## src/cdq_pkg.sv

```systemverilog
// Shared types and constants for the circular deque core.
// Used by cdq_ctrl, cdq_dp and circular_deque_core; depends on nothing.
package cdq_pkg;

  localparam int DEPTH      = 16;
  localparam int DATA_WIDTH = 32;
  localparam int IDX_W      = (DEPTH > 1) ? $clog2(DEPTH) : 1;
  localparam int CNT_W      = $clog2(DEPTH + 1);

  localparam logic [CNT_W-1:0] DEPTH_CNT = CNT_W'(DEPTH);
  localparam logic [IDX_W-1:0] LAST_IDX  = IDX_W'(DEPTH - 1);

  typedef enum logic [1:0] {
    OP_PUSH_FRONT = 2'd0,
    OP_PUSH_BACK  = 2'd1,
    OP_POP_FRONT  = 2'd2,
    OP_POP_BACK   = 2'd3
  } op_e;

  typedef enum logic [1:0] {
    ST_DONE  = 2'd0,
    ST_FULL  = 2'd1,
    ST_EMPTY = 2'd2
  } status_e;

  // Controller to datapath commands
  typedef struct packed {
    logic take;      // execute the item on the input ports
    logic load_out;  // move the pending result into the output register
  } dp_cmd_t;

endpackage

```

## src/cdq_ctrl.sv

```systemverilog
// Controller of the circular deque core: input/output handshake and sequencing.
// Depends on cdq_pkg for the command struct.
module cdq_ctrl (
  input  logic             clk_i,
  input  logic             rst_ni,
  input  logic             in_valid_i,
  output logic             in_stall_o,
  output logic             out_valid_o,
  input  logic             out_stall_i,
  output cdq_pkg::dp_cmd_t cmd_o
);
  import cdq_pkg::*;

  typedef enum logic [1:0] {
    S_IDLE = 2'b01,
    S_RESP = 2'b10
  } state_e;

  state_e state_q, state_d;
  logic   out_valid_q, out_valid_d;
  logic   take, load_out;

  assign take     = (state_q == S_IDLE) && in_valid_i;
  assign load_out = (state_q == S_RESP) && (!out_valid_q || !out_stall_i);

  always_comb begin
    state_d = state_q;
    case (state_q)
      S_IDLE: begin
        if (take) state_d = S_RESP;
      end
      S_RESP: begin
        if (load_out) state_d = S_IDLE;
      end
      default: state_d = S_IDLE;
    endcase
  end

  always_comb begin
    out_valid_d = out_valid_q;
    if (load_out) begin
      out_valid_d = 1'b1;
    end else if (!out_stall_i) begin
      out_valid_d = 1'b0;
    end
  end

  always_ff @(posedge clk_i or negedge rst_ni) begin
    if (!rst_ni) begin
      state_q     <= S_IDLE;
      out_valid_q <= 1'b0;
    end else begin
      state_q     <= state_d;
      out_valid_q <= out_valid_d;
    end
  end

  assign in_stall_o     = (state_q != S_IDLE);
  assign out_valid_o    = out_valid_q;
  assign cmd_o.take     = take;
  assign cmd_o.load_out = load_out;

  a_take_to_resp: assert property (@(posedge clk_i) disable iff (!rst_ni)
    take |=> (state_q == S_RESP))
    else $error("accepted transfer did not move to response state");

  a_load_sets_valid: assert property (@(posedge clk_i) disable iff (!rst_ni)
    load_out |=> out_valid_q)
    else $error("loaded result not presented");

  a_resp_holds: assert property (@(posedge clk_i) disable iff (!rst_ni)
    ((state_q == S_RESP) && out_valid_q && out_stall_i) |=> (state_q == S_RESP))
    else $error("pending result dropped while output stalled");

endmodule

```

## src/cdq_dp.sv

```systemverilog
// Datapath of the circular deque core: ring storage, indices, count and result registers.
// Depends on cdq_pkg for constants, operation and status codes, and the command struct.
module cdq_dp (
  input  logic                                  clk_i,
  input  logic                                  rst_ni,
  input  cdq_pkg::dp_cmd_t                      cmd_i,
  input  logic [1:0]                            op_i,
  input  logic signed [cdq_pkg::DATA_WIDTH-1:0] data_in_i,
  output logic [1:0]                            status_o,
  output logic signed [cdq_pkg::DATA_WIDTH-1:0] data_out_o,
  output logic [cdq_pkg::CNT_W-1:0]             occupancy_o
);
  import cdq_pkg::*;

  logic [DATA_WIDTH-1:0] ring_mem [DEPTH];
  logic [DATA_WIDTH-1:0] rd_data_q;

  logic [IDX_W-1:0] front_q, front_d, rear_q, rear_d, slot;
  logic [CNT_W-1:0] count_q, count_d;
  logic             wr_en, rd_en, is_push, is_front, empty, full;
  status_e          status_d, res_status_q;
  logic             pop_ok_q;

  status_e               st_out_q;
  logic [DATA_WIDTH-1:0] data_out_q;
  logic [CNT_W-1:0]      occ_out_q;

  function automatic logic [IDX_W-1:0] ring_next(input logic [IDX_W-1:0] i);
    return (i == LAST_IDX) ? '0 : i + IDX_W'(1);
  endfunction

  function automatic logic [IDX_W-1:0] ring_prev(input logic [IDX_W-1:0] i);
    return (i == '0) ? LAST_IDX : i - IDX_W'(1);
  endfunction

  assign is_push  = (op_i == OP_PUSH_FRONT) || (op_i == OP_PUSH_BACK);
  assign is_front = (op_i == OP_PUSH_FRONT) || (op_i == OP_POP_FRONT);
  assign empty    = (count_q == '0);
  assign full     = (count_q == DEPTH_CNT);

  always_comb begin
    front_d  = front_q;
    rear_d   = rear_q;
    count_d  = count_q;
    slot     = '0;
    wr_en    = 1'b0;
    rd_en    = 1'b0;
    status_d = ST_DONE;
    if (is_push) begin
      if (full) begin
        status_d = ST_FULL;
      end else begin
        wr_en   = cmd_i.take;
        count_d = count_q + CNT_W'(1);
        if (empty) begin
          front_d = '0;
          rear_d  = '0;
          slot    = '0;
        end else if (is_front) begin
          front_d = ring_prev(front_q);
          slot    = front_d;
        end else begin
          rear_d = ring_next(rear_q);
          slot   = rear_d;
        end
      end
    end else begin
      if (empty) begin
        status_d = ST_EMPTY;
      end else begin
        rd_en   = cmd_i.take;
        count_d = count_q - CNT_W'(1);
        slot    = is_front ? front_q : rear_q;
        // last entry gone: park both ends at entry zero
        if (count_q == CNT_W'(1)) begin
          front_d = '0;
          rear_d  = '0;
        end else if (is_front) begin
          front_d = ring_next(front_q);
        end else begin
          rear_d = ring_prev(rear_q);
        end
      end
    end
  end

  always_ff @(posedge clk_i) begin
    if (wr_en) ring_mem[slot] <= data_in_i;
    if (rd_en) rd_data_q <= ring_mem[slot];
  end

  always_ff @(posedge clk_i or negedge rst_ni) begin
    if (!rst_ni) begin
      front_q <= '0;
      rear_q  <= '0;
      count_q <= '0;
    end else if (cmd_i.take) begin
      front_q <= front_d;
      rear_q  <= rear_d;
      count_q <= count_d;
    end
  end

  // pending result and output register
  always_ff @(posedge clk_i) begin
    if (cmd_i.take) begin
      res_status_q <= status_d;
      pop_ok_q     <= rd_en;
    end
    if (cmd_i.load_out) begin
      st_out_q   <= res_status_q;
      data_out_q <= pop_ok_q ? rd_data_q : '0;
      occ_out_q  <= count_q;
    end
  end

  assign status_o    = st_out_q;
  assign data_out_o  = data_out_q;
  assign occupancy_o = occ_out_q;

  a_count_bound: assert property (@(posedge clk_i) disable iff (!rst_ni)
    count_q <= DEPTH_CNT)
    else $error("entry count above ring depth");

  a_empty_parked: assert property (@(posedge clk_i) disable iff (!rst_ni)
    (count_q == '0) |-> ((front_q == '0) && (rear_q == '0)))
    else $error("empty queue with indices away from entry zero");

  a_single_same: assert property (@(posedge clk_i) disable iff (!rst_ni)
    (count_q == CNT_W'(1)) |-> (front_q == rear_q))
    else $error("single entry but front and rear differ");

  a_state_frozen: assert property (@(posedge clk_i) disable iff (!rst_ni)
    !cmd_i.take |=> ($stable(count_q) && $stable(front_q) && $stable(rear_q)))
    else $error("queue state changed without a transfer");

endmodule

```

## src/circular_deque_core.sv

```systemverilog
// Circular deque core: double-ended queue in a ring of DEPTH entries.
// Input channel carries an operation (push front, push back, pop front,
// pop back) and a value; each accepted transfer yields exactly one result
// with a status (done, full, empty), the popped value (zero otherwise)
// and the occupancy after the operation.
// Both channels use valid/stall: a transfer happens on a rising edge with
// valid high and stall low.
// Sequencing: an item is taken in S_IDLE; in S_RESP its result is loaded into
// the output register once that register is free or not stalled, and the input
// stalls until then, so a new item is not taken before the last result is loaded.
// S_RESP comes from the registered read port of the ring storage, needed before a popped value can be presented.
// The next item is taken while a result still waits in the output register;
// if the output stays stalled, the second result waits internally and the
// input stalls until the output register frees up.
// Reset (rst_ni low, asynchronous) empties the queue and clears both
// indices and the output valid; storage contents are not cleared, which is
// harmless because only written entries are ever popped.
// Depends on cdq_pkg, cdq_ctrl and cdq_dp.
module circular_deque_core (
  input  logic                                  clk_i,
  input  logic                                  rst_ni,
  input  logic                                  in_valid_i,
  output logic                                  in_stall_o,
  input  logic [1:0]                            op_i,
  input  logic signed [cdq_pkg::DATA_WIDTH-1:0] data_in_i,
  output logic                                  out_valid_o,
  input  logic                                  out_stall_i,
  output logic [1:0]                            status_o,
  output logic signed [cdq_pkg::DATA_WIDTH-1:0] data_out_o,
  output logic [cdq_pkg::CNT_W-1:0]             occupancy_o
);
  import cdq_pkg::*;

  dp_cmd_t cmd;

  cdq_ctrl u_ctrl (
    .clk_i       (clk_i),
    .rst_ni      (rst_ni),
    .in_valid_i  (in_valid_i),
    .in_stall_o  (in_stall_o),
    .out_valid_o (out_valid_o),
    .out_stall_i (out_stall_i),
    .cmd_o       (cmd)
  );

  cdq_dp u_dp (
    .clk_i       (clk_i),
    .rst_ni      (rst_ni),
    .cmd_i       (cmd),
    .op_i        (op_i),
    .data_in_i   (data_in_i),
    .status_o    (status_o),
    .data_out_o  (data_out_o),
    .occupancy_o (occupancy_o)
  );

endmodule

```

## config.mk

```make
export PLATFORM = sky130hd
export DESIGN_NAME = circular_deque_core
export DESIGN_NICKNAME = d
export VERILOG_FILES = /design/src/cdq_pkg.sv /design/src/cdq_ctrl.sv /design/src/cdq_dp.sv /design/src/circular_deque_core.sv
export SDC_FILE = /design/constraint.sdc
export NUM_CORES = 1
export LEC_CHECK = 0
export BUFFER_PORTS_ARGS = -buffer_cell sky130_fd_sc_hd__buf_4
export CORE_MARGIN = 2
export CORE_UTILIZATION = 40
export DETAILED_ROUTE_END_ITERATION = 8
export PLACE_DENSITY = 0.53
export SLEW_MARGIN = 20
export SYNTH_ARGS = -nofsm -noshare
export SYNTH_HDL_FRONTEND = slang
export SYNTH_SLANG_ARGS = --single-unit
```

## constraint.sdc

```tcl
create_clock -name clk_i -period 9.3 [get_ports clk_i]
set_input_delay 0.465 -clock clk_i [delete_from_list [all_inputs] [get_ports clk_i]]
set_output_delay 0.465 -clock clk_i [all_outputs]
set_load 0.05 [all_outputs]
```

---- Word-level counts from Yosys, hierarchy flattened ----
Memory sizes are Yosys's and may differ from the RTL's. A register that Yosys moved wholly into a read port is not among the register bits.
Cells that the tools add are included.
cells by class
  add/sub/neg operators ................... 6
  equal/unequal tests ..................... 17
  mux-type cells .......................... 41
  reduce and logical (&&, ||, !) cells .... 16
operators by type and width
  kind                                                                   number
  4-bit 2-to-1 mux                                                       24
  5-bit 2-to-1 mux                                                       3
  2-bit by 1-bit != test with 1-bit output, second input constant        5
  5-bit AND reduction                                                    2
  1-bit 2-to-1 mux                                                       9
  4-bit by 1-bit adder with 4-bit output, second input constant          2
  4-bit equality test, second input constant                             2
  4-bit zero test                                                        2
  2-bit 2-to-1 mux                                                       4
  4-bit by 1-bit subtractor with 4-bit output, second input constant     2
  3-bit != test, second input constant                                   2
  5-bit by 1-bit adder with 5-bit output, second input constant          1
  5-bit by 1-bit equality test with 1-bit output, second input constant  1
  5-bit equality test, second input constant                             1
  5-bit zero test                                                        1
  5-bit by 1-bit subtractor with 5-bit output, second input constant     1
  2-bit by 1-bit equality test with 1-bit output, second input constant  2
  2-bit equality test, second input constant                             2
  2-bit one-hot mux with 2 select lines                                  1
  1-bit logical OR                                                       3
  3-bit by 2-bit != test with 1-bit output, second input constant        1
  3-bit AND reduction                                                    1
  3-bit nonzero test                                                     1
  1-bit logical AND                                                      2
  other kinds (4)                                                        5
word-level totals
  register bits ........................... 58
  bits in writable memories ............... 512
  logic and storage cells ................. 91
  memories ................................ 1
memory list
  memory         depth  width  read ports  clocked after Yosys merged registers in  wr ports  RTL line      text
  u_dp.ring_mem  16     32     1           1                                        1         cdq_dp.sv:15  logic [DATA_WIDTH-1:0] ring_mem [DEPTH];

---- Longest topological paths before layout ----
  depth after elaboration ................. 6
  gate-level depth with buffers ........... 14

---- Hierarchy ----
From an unflattened synthesis, not the netlist that was laid out.
unflattened totals
  cells, all modules ...................... 1,497
  area, all modules ....................... 24,494.7 um^2
by module, submodules not included
  module    times used  cells an instance  area an instance (um^2)  seq. area each (um^2)
  cdq_dp    1           1,484              24,345.8                 17,922.2
  cdq_ctrl  1           13                 148.9                    76.3

---- Least setup slack after synthesis ----
Ideal clock, no wire load.
  kind .................................... register -> register
  from .................................... register u_dp.count_q[0]
  to ...................................... memory u_dp.ring_mem[0][0], enable pin
  library setup time ...................... 0.421 ns
  data arrival time ....................... 3.682 ns
  data required time ...................... 8.879 ns
  path slack .............................. 5.197 ns
  cell stages (with the launch flop) ...... 14
  buffers on the path ..................... 5
  path through ............................ dfrtp_1 -> inv_1 -> ha_1 -> or3b_1 -> buf_2 -> o21ai_4 -> nor2_1 -> a31o_1 -> buf_6 -> buf_6 -> buf_6 -> buf_2 -> nand2b_1 -> nor2_1
on the way
  cells in the longest elaborated chain, start to end .. 5
RTL lines
  element                                 RTL line       text
  start, declared                         cdq_dp.sv:19   logic [CNT_W-1:0] count_q, count_d;
  start signal, assigned                  cdq_dp.sv:100  count_q <= count_d;
  5-bit equality test                     cdq_dp.sv:39   assign full = (count_q == DEPTH_CNT);
  1-bit 2-to-1 mux                        cdq_dp.sv:50   if (full) begin
  1-bit 2-to-1 mux                        cdq_dp.sv:49   if (is_push) begin
  1-bit 2-to-1 mux                        cdq_dp.sv:88   if (wr_en) ring_mem[slot] <= data_in_i;
  1-bit 2-to-1 mux (not written as such)  cdq_dp.sv:88
  end, declared                           cdq_dp.sv:15
Parallel ways exist; a longest one is shown, timed or not.

---- Worst setup path after layout ----
  from .................................... register u_dp.count_q[0]
  to ...................................... register u_dp.rd_data_q[24], read port of u_dp.ring_mem, data pin
on the way
  cells in the longest elaborated chain, start to end .. 4
RTL lines
  element           RTL line      text
  5-bit zero test   cdq_dp.sv:38  assign empty = (count_q == '0);
  4-bit 2-to-1 mux  cdq_dp.sv:55  if (empty) begin
  4-bit 2-to-1 mux  cdq_dp.sv:50
  4-bit 2-to-1 mux  cdq_dp.sv:49
  end, declared     cdq_dp.sv:16  logic [DATA_WIDTH-1:0] rd_data_q;
Parallel ways exist; a longest one is shown, timed or not.
A chain may end at the register's enable or synchronous reset.

==> flow_summary.json <==
{
  "status": "complete, no violations",
  "cts_buffer_depth": 3,
  "crit_start": "u_dp.count_q[0]",
  "post_cts_resized": 0,
  "synth_edf_count": 586,
  "rrSetupSlack_ns": 4.83,
  "fmax_mhz": 224,
  "critPathMaxFanout": 76,
  "gp_congestion": 0.723,
  "slowest_delay_ns": 0.87,
  "syn_nets": 1433,
  "post-route-util": 0.462,
  "critical_path_arrival_ns": 4.79,
  "nets": 1529,
  "wl_per_cell_um": 23.7,
  "crit_buf_inv": 2,
  "p_int_mw": 5.48,
  "hpwl_um": 30400,
  "p_per_area_nw_per_um2": 287,
  "synth_area_um2": 24100,
  "yosysUniqueCellTypes": 51,
  "power_frac_comb": 0.289,
  "hold_viol": 0,
  "vias": 12300,
  "synth-async-reset-ratio": 0.0266,
  "yosys-top-cells-area": "edfxtp_1, mux2i_1, mux2_2, nor2b_1, a211oi_1",
  "min_to": "u_ctrl.out_valid_o",
  "endpoint_kind": "flop",
  "start_util": 0.402,
  "fin_tns_setup_ns": 0,
  "cp_num_cells": 10,
  "drt_drc_violations_left": 0,
  "cp_top_family": "compound AO/OA/AOI/OAI gates",
  "antenna_found_initial": 2,
  "slowest_stage": "buf_4",
  "tightest_slew_ns": 1.04,
  "drt_iter0_drc": 937,
  "synthFlopType": "edfxtp_1",
  "drive_gt1_frac": 0.193,
  "portBuffers": 78,
  "seq_power_share": 0.411,
  "synthToLayoutAreaGrowth_pct": 14.9,
  "htreeDepth": 3,
  "synth_most_common_cell": "edfxtp_1",
  "nFillCells": 5151,
  "ys_ff_latch": 602,
  "p_switching_mw": 2.49,
  "grt_max_degree": 149,
  "ioPinCount": 79,
  "synthCells": 1387,
  "worst_slack_ns": 4.83,
  "drtPass1Iterations": 5,
  "fin_crit_sh": 0.481,
  "crit_chain": "inv_1 > ha_1 > or3b_1 > o21ai_4 > o22a_4 > buf_4 > mux2i_1 > mux2_2 > o22ai_1 > a221o_1",
  "holdCritStartpoint": "out_stall_i",
  "ir_drop_uv": 207,
  "diodes": 0,
  "vias_per_cell": 5.34,
  "rr_endpoint": "u_dp.rd_data_q[24]",
  "fin_skew_ns": 0.0203,
  "yosysSeqAreaShare": 0.746,
  "synthTopCellsByCount": "edfxtp_1, mux2i_1, a21oi_1, nor2b_1, mux2_2",
  "sw_frac_of_total": 0.313,
  "hold_class": "primary input to flop",
  "core_area_um2": 60000,
  "ant_nets": 0,
  "required_ns": 9.62,
  "startpoint_type": "flop",
  "ys_warn_count": 0,
  "die_area_um2": 62300,
  "clk_latency_ns": 0.58,
  "totalWireLength_um": 54800,
  "placedCellCount": 2196,
  "drv_slew": 0,
  "grt_pass1_wl_um": 82300,
  "synth_top_area_frac": 0.730,
  "timing.slew.headroom": 0.309,
  "synth_top_cell_by_area": "edfxtp_1",
  "cts_buffers": 66,
  "die_w_um": 250,
  "worstSetupPathType": "flop to flop",
  "total_power_mw": 7.96,
  "hold_depth": 3,
  "drv_cap": 0,
  "rsz0062_at_grt": "no",
  "gr-usage-all-layers": 0.177,
  "instances_no_fill": 2310,
  "die_h_um": 250,
  "overflow": 0,
  "cts_root_buf": "clkbuf_16",
  "p_leak_nw": 9.55,
  "setup_viol": 0,
  "r2r_start": "u_dp.count_q[0]",
  "rows": 90,
  "place_ws_ns": 4.82,
  "syn_avg_cell_area_um2": 17.4,
  "path_clk_slew_ns": 0.06,
  "reg2reg_depth": 10,
  "grt_pass1_vias": 12500,
  "cts.sinks": 602,
  "cts_tree": "done",
  "period_needed_ns": 4.47,
  "p_clk_frac": 0.300
}
## per-stage QoR
stage	hold WS, ns	area [um2]
after floorplan	0.169	24100
after global placement	0.349	25500
after detailed placement	0.349	25800
after CTS	0.126	27700
after global routing	0.171	27700
final	0.158	27700
## worst max path at each step
stage / to / slack, ns
global route: u_dp.rd_data_q[29] / 4.51
global placement: u_dp.rd_data_q[27] / 4.89
floorplan: u_dp.ring_mem[0][0] / 5.20
CTS: u_dp.rd_data_q[23] / 4.82
detailed placement: u_dp.rd_data_q[23] / 4.82
finish: u_dp.rd_data_q[24] / 4.83
## cell families (layout without fill, tap and decap cells)
kind of cell / Yosys count / in the layout / share of synthesized area
xor gates and xnor gates: 8 / 8 / 0.00291
buffers and inverters: 97 / 238 / 0.0241
DFF: 602 / 602 / 0.746
adders and majority gates: 8 / 8 / 0.00415
and+or+nand+nor: 165 / 165 / 0.0383
AOI/OAI and AO/OA: 244 / 244 / 0.0717
muxes: 263 / 263 / 0.112
## per-layer routing
layer  up-vias  part of all wire  GRT usage
met4         0             0.019     0.0506
met1      6321              0.47      0.253
li1       5671                 -          -
met3        67             0.044     0.0287
met2       282              0.47      0.282
met5         -                 0          0
## worst min-delay path: stages
cell and delay, ns:
buf_4 0.10, nand2_1 0.07, nand2_1 0.06
## state kept, by name, indices dropped and copies added (netlist names)
name                flops
u_dp.ring_mem         512
u_dp.data_out_o        32
u_dp.rd_data_q         32
u_dp.count_q            5
u_dp.occupancy_o        5
u_dp.front_q            4
u_dp.rear_q             4
u_ctrl.state_q          2
u_dp.res_status_q       2
u_dp.status_o           2
u_ctrl.out_valid_o      1
u_dp.pop_ok_q           1
## cell type report
type | instances | area [um2] | share of cell area
multi-input combinational | 688 | 5710 | 0.206
inverter | 14 | 52.6 | 0.00190
clock buffer | 88 | 1830 | 0.0660
timing repair buffer | 111 | 1030 | 0.0370
clock inverter | 25 | 114 | 0.00411
tap | 782 | 978 | 0.0353
sequential | 602 | 18000 | 0.650
## power groups by stage
stage	registers, mW	logic [mW]	clock network, mW
floorplan	3.32	1.74	0
global placement	3.33	2.30	0
CTS	3.28	2.33	2.45
finish	3.27	2.30	2.39
global route	3.29	2.50	2.55
detailed placement	3.33	2.32	0
## what timing repair did
item	in CTS	in global routing
buffers inserted	0	0
hold buffers	1	0
hold endpoints to repair	16	0
setup endpoints to repair	0	0
## placed cells by master (no fill, tap or decap), types with 14 or more instances in the layout
| cell | n |
|---|---|
| edfxtp_1 | 586 |
| mux2i_1 | 199 |
| buf_4 | 99 |
| a21oi_1 | 74 |
| clkbuf_16 | 69 |
| nor2b_1 | 68 |
| mux2_2 | 64 |
| a211oi_1 | 54 |
| o22ai_1 | 35 |
| and2_1 | 33 |
| a221o_1 | 32 |
| nor2_4 | 18 |
| clkinv_1 | 18 |
| clkbuf_1 | 16 |
| dfrtp_1 | 15 |
| nand2_1 | 14 |
No activity file was read; power rests on OpenSTA's default activity.
